### config.mk
export PLATFORM = sky130hd
export DESIGN_NAME = table_routed_noc_router_top
export DESIGN_NICKNAME = d
export VERILOG_FILES = /design/src/rtl/trnr_pkg.sv /design/src/rtl/trnr_ctrl.sv /design/src/rtl/trnr_datapath.sv /design/src/rtl/table_routed_noc_router_top.sv
export SDC_FILE = /design/constraint.sdc
export NUM_CORES = 2
export LEC_CHECK = 0
export BUFFER_PORTS_ARGS = -buffer_cell sky130_fd_sc_hd__buf_2
export CAP_MARGIN = 20
export CORE_MARGIN = 2
export CORE_UTILIZATION = 46
export CTS_BUF_LIST = sky130_fd_sc_hd__clkbuf_16
export CTS_CLUSTER_SIZE = 25
export DETAILED_ROUTE_END_ITERATION = 8
export PLACE_DENSITY = 0.64
export SLEW_MARGIN = 20
export SYNTH_ARGS = -nofsm -noshare
export SYNTH_HDL_FRONTEND = slang
export SYNTH_HIERARCHICAL = 1
export SYNTH_SLANG_ARGS = --single-unit
### constraint.sdc
create_clock -name clock -period 8.5 [get_ports clock]
set_clock_uncertainty 0.05 [all_clocks]
set_input_delay 0.85 -clock clock [delete_from_list [all_inputs] [get_ports clock]]
set_output_delay 0.85 -clock clock [all_outputs]
set_load 0.01 [all_outputs]
### src/rtl/trnr_pkg.sv
// Shared types, codes and defaults for the table-routed router.
package trnr_pkg;

   // Default sizes
   localparam int DEF_MAX_PORTS  = 8;
   localparam int DEF_FIFO_DEPTH = 8;
   localparam int DEF_MAX_NODES  = 64;

   // Request codes
   localparam logic [2:0] REQ_ARRIVE  = 3'd0;
   localparam logic [2:0] REQ_TICK    = 3'd1;
   localparam logic [2:0] REQ_STALL   = 3'd2;
   localparam logic [2:0] REQ_UNSTALL = 3'd3;
   localparam logic [2:0] REQ_ROUTE   = 3'd4;

   // Result kinds
   localparam logic [1:0] KIND_STATUS  = 2'd0;
   localparam logic [1:0] KIND_FORWARD = 2'd1;
   localparam logic [1:0] KIND_DROP    = 2'd2;

   // Register indexes
   localparam logic [2:0] CSR_OWN_NODE     = 3'd0;
   localparam logic [2:0] CSR_LOCAL_PORT   = 3'd1;
   localparam logic [2:0] CSR_QUEUE_LIMIT  = 3'd2;
   localparam logic [2:0] CSR_ROUTE_COUNT  = 3'd3;
   localparam logic [2:0] CSR_ACTIVE_PORTS = 3'd4;

   typedef enum logic [2:0] {
      ST_IDLE,
      ST_FETCH,
      ST_ROUTE,
      ST_DECIDE,
      ST_FLUSH
   } state_type;

   typedef struct packed {
      logic accept;
      logic fifo_rd;
      logic route_rd;
      logic commit;
      logic advance;
      logic move_pend;
      logic move_last;
   } cmd_type;

   typedef struct packed {
      logic is_arrival;
      logic is_tick;
      logic head_empty;
      logic go;
      logic out_free;
      logic pend_valid;
      logic last_port;
   } status_type;

endpackage

### src/rtl/trnr_ctrl.sv
// Sequencer for requests and the round-robin tick scan.
module trnr_ctrl (
   input  logic                 clock,
   input  logic                 reset,
   input  logic                 req_valid,
   output logic                 req_ready,
   input  trnr_pkg::status_type status,
   output trnr_pkg::cmd_type    cmd
);

   trnr_pkg::state_type state_ff, state_in;

   // State register
   always_ff @(posedge clock) begin
      if (reset) begin
         state_ff <= trnr_pkg::ST_IDLE;
      end else begin
         state_ff <= state_in;
      end
   end

   // Next state and commands
   always_comb begin
      state_in  = state_ff;
      req_ready = 1'b0;
      cmd       = '0;
      unique case (state_ff)
         trnr_pkg::ST_IDLE: begin
            req_ready = 1'b1;
            if (req_valid) begin
               cmd.accept = 1'b1;
               if (status.is_arrival) begin
                  state_in = trnr_pkg::ST_FLUSH;
               end else if (status.is_tick) begin
                  state_in = trnr_pkg::ST_FETCH;
               end
            end
         end
         trnr_pkg::ST_FETCH: begin
            if (status.head_empty) begin
               cmd.advance = 1'b1;
               if (status.last_port) begin
                  state_in = status.pend_valid ? trnr_pkg::ST_FLUSH : trnr_pkg::ST_IDLE;
               end
            end else begin
               cmd.fifo_rd = 1'b1;
               state_in    = trnr_pkg::ST_ROUTE;
            end
         end
         trnr_pkg::ST_ROUTE: begin
            cmd.route_rd = 1'b1;
            state_in     = trnr_pkg::ST_DECIDE;
         end
         trnr_pkg::ST_DECIDE: begin
            // hold while a finished result cannot move out
            if (!(status.go && status.pend_valid && !status.out_free)) begin
               cmd.commit    = 1'b1;
               cmd.advance   = 1'b1;
               cmd.move_pend = status.go && status.pend_valid;
               if (status.last_port) begin
                  state_in = (status.pend_valid || status.go) ?
                             trnr_pkg::ST_FLUSH : trnr_pkg::ST_IDLE;
               end else begin
                  state_in = trnr_pkg::ST_FETCH;
               end
            end
         end
         trnr_pkg::ST_FLUSH: begin
            if (status.out_free) begin
               cmd.move_pend = 1'b1;
               cmd.move_last = 1'b1;
               state_in      = trnr_pkg::ST_IDLE;
            end
         end
         default: state_in = trnr_pkg::ST_IDLE;
      endcase
   end

endmodule

### src/rtl/trnr_datapath.sv
// FIFOs, route table, registers and result path of the router.
module trnr_datapath #(
   parameter int MAX_PORTS  = trnr_pkg::DEF_MAX_PORTS,
   parameter int FIFO_DEPTH = trnr_pkg::DEF_FIFO_DEPTH,
   parameter int MAX_NODES  = trnr_pkg::DEF_MAX_NODES
) (
   input  logic                 clock,
   input  logic                 reset,
   input  logic [2:0]           req_type,
   input  logic [2:0]           req_port,
   input  logic [5:0]           req_dest,
   input  logic [31:0]          req_payload,
   input  logic                 csr_we,
   input  logic [2:0]           csr_index,
   input  logic [6:0]           csr_wdata,
   input  trnr_pkg::cmd_type    cmd,
   output trnr_pkg::status_type status,
   output logic                 rsp_valid,
   input  logic                 rsp_ready,
   output logic [1:0]           rsp_kind,
   output logic [2:0]           rsp_in_port,
   output logic [2:0]           rsp_out_port,
   output logic [5:0]           rsp_dest_out,
   output logic [31:0]          rsp_payload_out,
   output logic                 rsp_input_full,
   output logic                 rsp_release_upstream,
   output logic                 rsp_last
);

   localparam int PW   = $clog2(MAX_PORTS);
   localparam int NPW  = $clog2(MAX_PORTS + 1);
   localparam int PCW  = (NPW > 4) ? NPW : 4;
   localparam int FW   = $clog2(FIFO_DEPTH);
   localparam int CNW  = $clog2(FIFO_DEPTH + 1);
   localparam int LW   = (CNW > 3) ? CNW : 3;
   localparam int MD   = MAX_PORTS * FIFO_DEPTH;
   localparam int MW   = $clog2(MD);
   localparam int NW   = $clog2(MAX_NODES);
   localparam int DW   = (NW > 6) ? NW : 6;
   localparam int NCW  = $clog2(MAX_NODES + 1);
   localparam int CMPW = (NCW > 7) ? NCW : 7;

   // Configuration registers
   logic [5:0] own_node_ff;
   logic [2:0] local_port_ff;
   logic [2:0] queue_limit_ff;
   logic [6:0] route_count_ff;
   logic [3:0] active_ports_ff;

   // Router state
   logic [37:0]    fifo_mem [MD];
   logic [2:0]     route_mem [MAX_NODES];
   logic [FW-1:0]  head_ff [MAX_PORTS];
   logic [CNW-1:0] count_ff [MAX_PORTS];
   logic [7:0]     stall_ff;
   logic [7:0]     used_ff;
   logic [PW-1:0]  rr_ff;
   logic [PW-1:0]  idx_ff;
   logic [PCW-1:0] scan_ff;
   logic [37:0]    fifo_q_ff;
   logic [2:0]     route_q_ff;

   // Pending result and output register
   logic        pend_valid_ff;
   logic [1:0]  pend_kind_ff;
   logic [2:0]  pend_in_ff, pend_out_ff;
   logic [5:0]  pend_dest_ff;
   logic [31:0] pend_pl_ff;
   logic        pend_full_ff, pend_rel_ff;
   logic        rsp_valid_ff;
   logic [1:0]  rsp_kind_ff;
   logic [2:0]  rsp_in_ff, rsp_out_ff;
   logic [5:0]  rsp_dest_ff;
   logic [31:0] rsp_pl_ff;
   logic        rsp_full_ff, rsp_rel_ff, rsp_last_ff;

   logic [PCW-1:0] ap_ext, n_eff, port_ext, nx_ext;
   logic [LW-1:0]  lim;
   logic [CMPW-1:0] rc_eff;
   logic [PW-1:0]  port_idx, sel, nx_idx, rr_start;
   logic [FW-1:0]  head_sel, slot, head_nx;
   logic [CNW-1:0] cnt_sel, cnt_inc, cnt_dec;
   logic [FW:0]    slot_sum, head_sum;
   logic [MW-1:0]  wr_addr, rd_addr;
   logic           port_ok, fifo_full, arr_full, arr_push;
   logic [5:0]     ent_dest;
   logic [31:0]    ent_pl;
   logic [DW-1:0]  ent_dext, req_dext;
   logic [2:0]     op;
   logic           err, go, rel, route_we;

   // Effective limits
   always_comb begin
      ap_ext = PCW'(active_ports_ff);
      if (ap_ext == '0) begin
         n_eff = PCW'(1);
      end else if (ap_ext > PCW'(MAX_PORTS)) begin
         n_eff = PCW'(MAX_PORTS);
      end else begin
         n_eff = ap_ext;
      end
      lim = (LW'(queue_limit_ff) < LW'(FIFO_DEPTH - 1)) ? LW'(queue_limit_ff)
                                                      : LW'(FIFO_DEPTH - 1);
      rc_eff = (CMPW'(route_count_ff) < CMPW'(MAX_NODES)) ? CMPW'(route_count_ff)
                                                         : CMPW'(MAX_NODES);
   end

   // Port selection: request port on accept, scan index otherwise
   assign port_ext = PCW'(req_port);
   assign port_idx = port_ext[PW-1:0];
   assign sel      = cmd.accept ? port_idx : idx_ff;
   assign head_sel = head_ff[sel];
   assign cnt_sel  = count_ff[sel];
   assign cnt_inc  = cnt_sel + CNW'(1);
   assign cnt_dec  = cnt_sel - CNW'(1);

   // Arrival push
   always_comb begin
      port_ok   = port_ext < n_eff;
      fifo_full = cnt_sel == CNW'(FIFO_DEPTH);
      slot_sum  = (FW + 1)'(head_sel) + (FW + 1)'(cnt_sel);
      if (slot_sum >= (FW + 1)'(FIFO_DEPTH)) begin
         slot_sum = slot_sum - (FW + 1)'(FIFO_DEPTH);
      end
      slot     = slot_sum[FW-1:0];
      wr_addr  = MW'(port_idx) * MW'(FIFO_DEPTH) + MW'(slot);
      arr_full = port_ok && (fifo_full || (LW'(cnt_inc) > lim));
      arr_push = cmd.accept && (req_type == trnr_pkg::REQ_ARRIVE) && port_ok && !fifo_full;
   end

   // Head decision
   always_comb begin
      rd_addr  = MW'(idx_ff) * MW'(FIFO_DEPTH) + MW'(head_sel);
      ent_dest = fifo_q_ff[37:32];
      ent_pl   = fifo_q_ff[31:0];
      ent_dext = DW'(ent_dest);
      req_dext = DW'(req_dest);
      op       = (ent_dest == own_node_ff) ? local_port_ff : route_q_ff;
      err      = (CMPW'(ent_dest) >= rc_eff) || (PCW'(op) >= n_eff);
      go       = err || (!used_ff[op] && !stall_ff[op]);
      rel      = LW'(cnt_dec) == lim;
      head_sum = (FW + 1)'(head_sel) + (FW + 1)'(1);
      head_nx  = (head_sum == (FW + 1)'(FIFO_DEPTH)) ? '0 : head_sum[FW-1:0];
      nx_ext   = PCW'(idx_ff) + PCW'(1);
      nx_idx   = (nx_ext == n_eff) ? '0 : nx_ext[PW-1:0];
      rr_start = (PCW'(rr_ff) < n_eff) ? rr_ff : '0;
      route_we = cmd.accept && (req_type == trnr_pkg::REQ_ROUTE) &&
                 (CMPW'(req_dest) < CMPW'(MAX_NODES));
   end

   // Memories
   always_ff @(posedge clock) begin
      if (arr_push) begin
         fifo_mem[wr_addr] <= {req_dest, req_payload};
      end
      if (cmd.fifo_rd) begin
         fifo_q_ff <= fifo_mem[rd_addr];
      end
      if (route_we) begin
         route_mem[req_dext[NW-1:0]] <= req_port;
      end
      if (cmd.route_rd) begin
         route_q_ff <= route_mem[ent_dext[NW-1:0]];
      end
   end

   // Configuration, queue control and scan state
   always_ff @(posedge clock) begin
      if (reset) begin
         own_node_ff     <= '0;
         local_port_ff   <= '0;
         queue_limit_ff  <= 3'd4;
         route_count_ff  <= 7'd64;
         active_ports_ff <= 4'd5;
         stall_ff        <= '0;
         used_ff         <= '0;
         rr_ff           <= '0;
         idx_ff          <= '0;
         scan_ff         <= '0;
         for (int i = 0; i < MAX_PORTS; i++) begin
            head_ff[i]  <= '0;
            count_ff[i] <= '0;
         end
      end else begin
         if (csr_we) begin
            unique case (csr_index)
               trnr_pkg::CSR_OWN_NODE:     own_node_ff     <= csr_wdata[5:0];
               trnr_pkg::CSR_LOCAL_PORT:   local_port_ff   <= csr_wdata[2:0];
               trnr_pkg::CSR_QUEUE_LIMIT:  queue_limit_ff  <= csr_wdata[2:0];
               trnr_pkg::CSR_ROUTE_COUNT:  route_count_ff  <= csr_wdata;
               trnr_pkg::CSR_ACTIVE_PORTS: active_ports_ff <= csr_wdata[3:0];
               default: ;
            endcase
         end
         if (arr_push) begin
            count_ff[sel] <= cnt_inc;
         end
         if (cmd.accept && req_type == trnr_pkg::REQ_STALL) begin
            stall_ff[req_port] <= 1'b1;
         end
         if (cmd.accept && req_type == trnr_pkg::REQ_UNSTALL) begin
            stall_ff[req_port] <= 1'b0;
         end
         // start a tick scan
         if (cmd.accept && req_type == trnr_pkg::REQ_TICK) begin
            idx_ff  <= rr_start;
            scan_ff <= '0;
            used_ff <= '0;
         end
         // claim the output of a valid route, and pop on a forward or drop
         if (cmd.commit) begin
            if (!err) begin
               used_ff[op] <= 1'b1;
            end
            if (go) begin
               head_ff[sel]  <= head_nx;
               count_ff[sel] <= cnt_dec;
               rr_ff         <= nx_idx;
            end
         end
         if (cmd.advance) begin
            idx_ff  <= nx_idx;
            scan_ff <= scan_ff + PCW'(1);
         end
      end
   end

   // Pending result slot
   always_ff @(posedge clock) begin
      if (reset) begin
         pend_valid_ff <= 1'b0;
      end else if (cmd.accept && req_type == trnr_pkg::REQ_ARRIVE) begin
         pend_valid_ff <= 1'b1;
      end else if (cmd.commit && go) begin
         pend_valid_ff <= 1'b1;
      end else if (cmd.move_pend) begin
         pend_valid_ff <= 1'b0;
      end
   end

   always_ff @(posedge clock) begin
      if (cmd.accept && req_type == trnr_pkg::REQ_ARRIVE) begin
         pend_kind_ff <= trnr_pkg::KIND_STATUS;
         pend_in_ff   <= req_port;
         pend_out_ff  <= '0;
         pend_dest_ff <= req_dest;
         pend_pl_ff   <= req_payload;
         pend_full_ff <= arr_full;
         pend_rel_ff  <= 1'b0;
      end else if (cmd.commit && go) begin
         pend_kind_ff <= err ? trnr_pkg::KIND_DROP : trnr_pkg::KIND_FORWARD;
         pend_in_ff   <= 3'(idx_ff);
         pend_out_ff  <= err ? 3'd0 : op;
         pend_dest_ff <= ent_dest;
         pend_pl_ff   <= ent_pl;
         pend_full_ff <= 1'b0;
         pend_rel_ff  <= rel;
      end
   end

   // Output register
   always_ff @(posedge clock) begin
      if (reset) begin
         rsp_valid_ff <= 1'b0;
      end else if (cmd.move_pend) begin
         rsp_valid_ff <= 1'b1;
      end else if (rsp_ready) begin
         rsp_valid_ff <= 1'b0;
      end
   end

   always_ff @(posedge clock) begin
      if (cmd.move_pend) begin
         rsp_kind_ff <= pend_kind_ff;
         rsp_in_ff   <= pend_in_ff;
         rsp_out_ff  <= pend_out_ff;
         rsp_dest_ff <= pend_dest_ff;
         rsp_pl_ff   <= pend_pl_ff;
         rsp_full_ff <= pend_full_ff;
         rsp_rel_ff  <= pend_rel_ff;
         rsp_last_ff <= cmd.move_last;
      end
   end

   assign rsp_valid            = rsp_valid_ff;
   assign rsp_kind             = rsp_kind_ff;
   assign rsp_in_port          = rsp_in_ff;
   assign rsp_out_port         = rsp_out_ff;
   assign rsp_dest_out         = rsp_dest_ff;
   assign rsp_payload_out      = rsp_pl_ff;
   assign rsp_input_full       = rsp_full_ff;
   assign rsp_release_upstream = rsp_rel_ff;
   assign rsp_last             = rsp_last_ff;

   // Status to the controller
   always_comb begin
      status.is_arrival = req_type == trnr_pkg::REQ_ARRIVE;
      status.is_tick    = req_type == trnr_pkg::REQ_TICK;
      status.head_empty = cnt_sel == '0;
      status.go         = go;
      status.out_free   = !rsp_valid_ff || rsp_ready;
      status.pend_valid = pend_valid_ff;
      status.last_port  = (scan_ff + PCW'(1)) == n_eff;
   end

endmodule

### src/rtl/table_routed_noc_router_top.sv
// Arrival: the transfer in idle, then a flush state that loads the status into the output register.
// Tick: the transfer, then a scan visiting one port per step: an empty port is skipped in the
// fetch state, a non-empty port goes through FIFO read, route table read and decision, and a
// flush state hands over a final pending result; output stalls can hold decision and flush.
// Other requests are taken in idle. Synchronous active-high reset clears queues, stall flags
// and the round-robin pointer and restores register defaults; FIFO and table contents stay.
module table_routed_noc_router_top #(
   parameter int MAX_PORTS  = trnr_pkg::DEF_MAX_PORTS,
   parameter int FIFO_DEPTH = trnr_pkg::DEF_FIFO_DEPTH,
   parameter int MAX_NODES  = trnr_pkg::DEF_MAX_NODES
) (
   input  logic        clock,
   input  logic        reset,
   input  logic        req_valid,
   output logic        req_ready,
   input  logic [2:0]  req_type,
   input  logic [2:0]  req_port,
   input  logic [5:0]  req_dest,
   input  logic [31:0] req_payload,
   output logic        rsp_valid,
   input  logic        rsp_ready,
   output logic [1:0]  rsp_kind,
   output logic [2:0]  rsp_in_port,
   output logic [2:0]  rsp_out_port,
   output logic [5:0]  rsp_dest_out,
   output logic [31:0] rsp_payload_out,
   output logic        rsp_input_full,
   output logic        rsp_release_upstream,
   output logic        rsp_last,
   input  logic        csr_we,
   input  logic [2:0]  csr_index,
   input  logic [6:0]  csr_wdata
);

   trnr_pkg::cmd_type    cmd;
   trnr_pkg::status_type status;

   trnr_ctrl u_ctrl (
      .clock     (clock),
      .reset     (reset),
      .req_valid (req_valid),
      .req_ready (req_ready),
      .status    (status),
      .cmd       (cmd)
   );

   trnr_datapath #(
      .MAX_PORTS  (MAX_PORTS),
      .FIFO_DEPTH (FIFO_DEPTH),
      .MAX_NODES  (MAX_NODES)
   ) u_dp (
      .clock                (clock),
      .reset                (reset),
      .req_type             (req_type),
      .req_port             (req_port),
      .req_dest             (req_dest),
      .req_payload          (req_payload),
      .csr_we               (csr_we),
      .csr_index            (csr_index),
      .csr_wdata            (csr_wdata),
      .cmd                  (cmd),
      .status               (status),
      .rsp_valid            (rsp_valid),
      .rsp_ready            (rsp_ready),
      .rsp_kind             (rsp_kind),
      .rsp_in_port          (rsp_in_port),
      .rsp_out_port         (rsp_out_port),
      .rsp_dest_out         (rsp_dest_out),
      .rsp_payload_out      (rsp_payload_out),
      .rsp_input_full       (rsp_input_full),
      .rsp_release_upstream (rsp_release_upstream),
      .rsp_last             (rsp_last)
   );

endmodule

==> flow_results.org <==
** Die
- The floorplan has 182 rows.
- Die Y :: 500.2 microns
- From left edge to right edge, the die measures 500.2 microns.
- The region available for standard cell placement spans 245300 sq um.
- For this design the top-level I/O count stands at 110.
- The initial utilization of the core area, before any placement, comes to 46.17%.
- Full die area :: 250200 sq um

** STA
- The smallest clock period supported by the final layout is computed as 7031 ps.
- Hold Worst Slack :: 107.1 ps
- Final clock period utilization by the worst path :: 82.72%
- Max Slew Vio Count :: 0
- Setup violations remaining at the end of the flow were counted as 0.
- The count of endpoints failing hold in the final timing report was 0.
- Slew margin rel. :: 24.33%
- RSZ-0062 raised after global routing :: no
- Max frequency :: 142.2 MHz
- Adding up every negative setup slack in the final design gives 0 ps.
- At the pin with the least slew margin, the transition time is 1135 ps.

** Worst hold path
- Capture endpoint of the worst hold path :: u_dp/route_count_ff[6]
- The min-delay analysis places its worst path in the category input pin to flip-flop.
- Cell count of the worst hold path :: 3
- Source of the worst hold timing path :: csr_wdata[6]

** CTS
- Clock latency of the later-clocked register in the worst-skew pair :: 960 ps
- Counting the buffers created by CTS gives 313.
- Maximum level of the CTS H-tree :: 5
- Clock Tree Buf Depth :: 4
- Clock-pin slew was measured on the worst setup and hold paths at 60 ps.
- Hold-fix buffer count after cts :: 0
- The root buffer cell chosen for the clock tree is clkbuf_16.
- Number of buffers added for setup after CTS :: 0
- The tree built by TritonCTS fans out to 2872 sinks.
- TritonCTS built the clock tree.
- Resize count post-CTS :: 0

** Critical path
- Counting cells, the worst reg-to-reg path comes to 13.
- STA classifies the critical path endpoint as a flip-flop.
- Element type at the critical path start :: flip-flop
- Setup CP Type :: flip-flop to flip-flop
- Peak fanout along the critical path :: 111
- The worst register-to-register path begins at u_ctrl/state_ff[2].
- Crit path required time :: 9020 ps
- Data on the critical path arrives at its endpoint at 7550 ps.
- R2r setup slk :: 1470 ps
- Worst r2r dst :: u_dp/fifo_mem[38][15]

** Synth
- Dividing the synthesized area by the synthesized cell count gives 14.08 sq um.
- Counting flops and latches in the post-synthesis netlist gives 2872.
- Summing the areas of all compound-gate instances in the mapped netlist gives 7.299% of the synthesized area.
- In the synthesized netlist, mux cells make up 4.177% of the area.
- Number of enable-type register cells in the synthesized netlist :: 2812
- Ys flop type :: edfxtp_1
- Dominant combinational cell family by area after synthesis :: simple AND/OR/NAND/NOR gates
- Synthesized-area fraction occupied by xor and xnor cells :: 0.2066%
- Synthesized Nets :: 8123
- The share of the Yosys chip area taken by registers is 75.63%.
- Post-synthesis share of cell area spent on and, or, nand and nor gates :: 10.39%
- Cell Area, Synth :: 113200 sq um
- Distinct cell type count of the synthesized netlist :: 90
- Of the total synthesized cell area, the portion taken by full adders, half adders and majority gates is 0.2608%.
- Number of warnings reported in the yosys synthesis log :: 6
- Synthesis handed over a netlist of 8041 instances.
- For this run, asynchronously set or reset flops after synthesis account for 0%.

** Route
- In this run the remaining antenna-violating nets after routing total 0.
- In the routed design, unresolved DRC markers number 0.
- Detailed Routing Iterations Pass 1 :: 5
- The routed layout has 68523 vias.
- The detailed router finished its first iteration with 8445 violations.
- Mean routed wirelength per cell :: 26.37 microns
- Summed over all layers, the routed wires come to 306.1 mm.
- After detailed routing, the number of vias per cell comes to 5.904.

** Pwr
- In this run the power density over the cells is 253.1 nW/um^2.
- Reported leakage power :: 42.68 nW
- IR analysis of the VDD net gives a maximum drop of 0.0002736 V.

** Global route
- The first global-routing pass estimated 446.7 mm of wire.
- Total overflow reported by the global router :: 0
- In the global route stage, overall resource usage came out at 24.03%.
- Pin count of the biggest net entering global routing :: 192
- The number of global-route vias before repair came to 66217.
- Number of antenna violations at the first check in global routing :: 11

** Run status
- The run finished with clean final reports.

** Placed design
- Final weighted congestion in routability-driven placement :: 0.8782
- Sum of net half-perimeters after detailed placement :: 174.5 mm
- Count of buffers from port buffering :: 109
- Including well taps, the total number of placed cells is 11077.

** Cells and area
- Proportion of layout cells with a drive suffix above 1 :: 11.34%
- Layout-stage area growth over the synthesis result :: 12.54%
- Excluding fillers, the count of instances in the completed layout stands at 11607.
- Once layout is complete, the utilization of the core stands at 51.96%.
- After the last flow step, the layout net total stands at 8254.

** Job
- Max Cap Viol :: 0
[critical path, cell delays in order (launching register included)]
cell and delay, ps:
dfxtp_1 430, nor3_1 280, and2_1 730, mux2_2 550, mux4_2 540, and2_1 200, a21oi_4 210, inv_8 180
ha_1 330, fa_1 490, xnor2_1 570, nand2_1 800, nor2_4 740, buf_4 500
[worst max path at each step]
| stage | start | end | slack [ps] | depth (start not counted) |
|---|---|---|---|---|
| 5_1_grt | u_ctrl/state_ff[1] | u_dp/fifo_mem[38][20] | 1180 | 13 |
| 4_1_cts | u_ctrl/state_ff[2] | u_dp/fifo_mem[47][29] | 1260 | 13 |
| 2_1_floorplan | req_valid | u_dp/fifo_mem[31][0] | 2270 | 16 |
| 6_report | u_ctrl/state_ff[2] | u_dp/fifo_mem[38][15] | 1470 | 13 |
| 3_3_place_gp | req_valid | u_dp/fifo_mem[47][30] | 1150 | 13 |
| 3_5_place_dp | req_valid | u_dp/fifo_mem[47][31] | 1120 | 13 |
[per-stage QoR]
step	setup slack [ps]	total power [W]	instance area (sq um)
floorplan	2268	0.01848	113200
global placement	1148	0.01996	118100
detailed placement	1120	0.02002	118100
CTS	1264	0.03239	127400
global route	1177	0.03328	127400
finish	1469	0.03225	127400
[kinds of logic (layout without fill, tap and decap cells)]
family | Yosys count | in the layout
compound gates | 1415 | 1415
xor+xnor | 25 | 25
fa+ha+maj | 23 | 23
buf+inv | 514 | 853
flops | 2872 | 2872
mux | 381 | 381
other cells | 0 | 7
simple gates | 2811 | 2811
[power breakdown]
| group | leakage (nW) | internal, W | switching [W] | total (W) |
|---|---|---|---|---|
| logic | 12.0 | 0.00113 | 0.00293 | 0.00405 |
| registers | 25.8 | 0.0157 | 0.0000570 | 0.0157 |
| clock network | 4.81 | 0.00721 | 0.00526 | 0.0125 |
| total | 42.7 | 0.0240 | 0.00825 | 0.0323 |
[layout by cell type, fill, tap and decap left out, drive strengths merged, types with 8 or more instances in the layout]
master	n
nand2b	11
bufinv	16
a22o	76
clkbuf	318
nand3	25
clkinv	119
buf	313
mux2	46
a31oi	157
nor2	283
a211oi	8
nand2	2060
edfxtp	2812
inv	82
o22ai	116
nor2b	20
a2111o	38
dfxtp	60
nor3	11
o21ai	195
nand4	40
and2	9
or3	11
mux4	68
mux2i	267
a21oi	770
ha	22
and3	162
xnor2	18
nor4	150
[final cells by class]
| class | count | area (sq um) |
|---|---|---|
| inverter | 17 | 81.33 |
| timing repair buffer | 313 | 2450 |
| antenna | 7 | 17.52 |
| tap | 3220 | 4029 |
| clock inverter | 205 | 1335 |
| clock buffer | 318 | 7958 |
| fill | 19738 | 117800 |
| multi-input combinational | 4655 | 25920 |
| sequential | 2872 | 85640 |
[layer usage]
layer | vias to the layer above | global-route usage (%) | wire [microns] | part of all wire, %
met2 | 3164 | 38.54 | 145900 | 48
li1 | 30206 | - | - | -
met5 | - | 0 | 31 | 0.010
met4 | 4 | 6.709 | 7529 | 2.5
met1 | 34705 | 33.92 | 125600 | 41
met3 | 444 | 4.173 | 26960 | 8.8
[sequential cells by signal (all words and copies together), names as in the netlist, 4 cells and up]
name	count
u_dp/head_ff	24
u_dp/stall_ff	8
u_dp/active_ports_ff	4
u_dp/rsp_payload_out	32
u_dp/route_count_ff	7
u_dp/fifo_mem	2432
u_dp/fifo_q_ff	38
u_dp/route_mem	192
u_dp/count_ff	32
u_dp/pend_dest_ff	6
u_dp/scan_ff	4
u_dp/own_node_ff	6
u_dp/used_ff	8
u_dp/pend_pl_ff	32
u_dp/rsp_dest_out	6
[cell usage after synthesis, drive strengths merged, types with 7 or more instances]
master | instances | area (sq um)
a2111o | 38 | 427.9
a211oi | 8 | 65.06
a21oi | 770 | 3895
a22o | 76 | 665.6
a31oi | 157 | 982.2
a32oi | 7 | 61.31
and2 | 9 | 60.06
and3 | 162 | 1013
buf | 180 | 1044
clkbuf | 317 | 1190
dfxtp | 60 | 1201
edfxtp | 2812 | 84440
ha | 22 | 275.3
inv | 14 | 52.55
mux2 | 46 | 521.8
mux2i | 267 | 2676
mux4 | 68 | 1531
nand2 | 2060 | 7740
nand2b | 11 | 68.82
nand3 | 25 | 130.1
nand4 | 40 | 250.2
nor2 | 283 | 1062
nor2b | 20 | 132.6
nor3 | 11 | 55.05
nor3b | 7 | 52.55
nor4 | 150 | 938.4
o21ai | 195 | 983.4
o22ai | 116 | 725.7
or3 | 11 | 68.82
xnor2 | 18 | 172.7
xor2 | 7 | 61.31
Note: power is estimated with default switching activity, not from simulation.
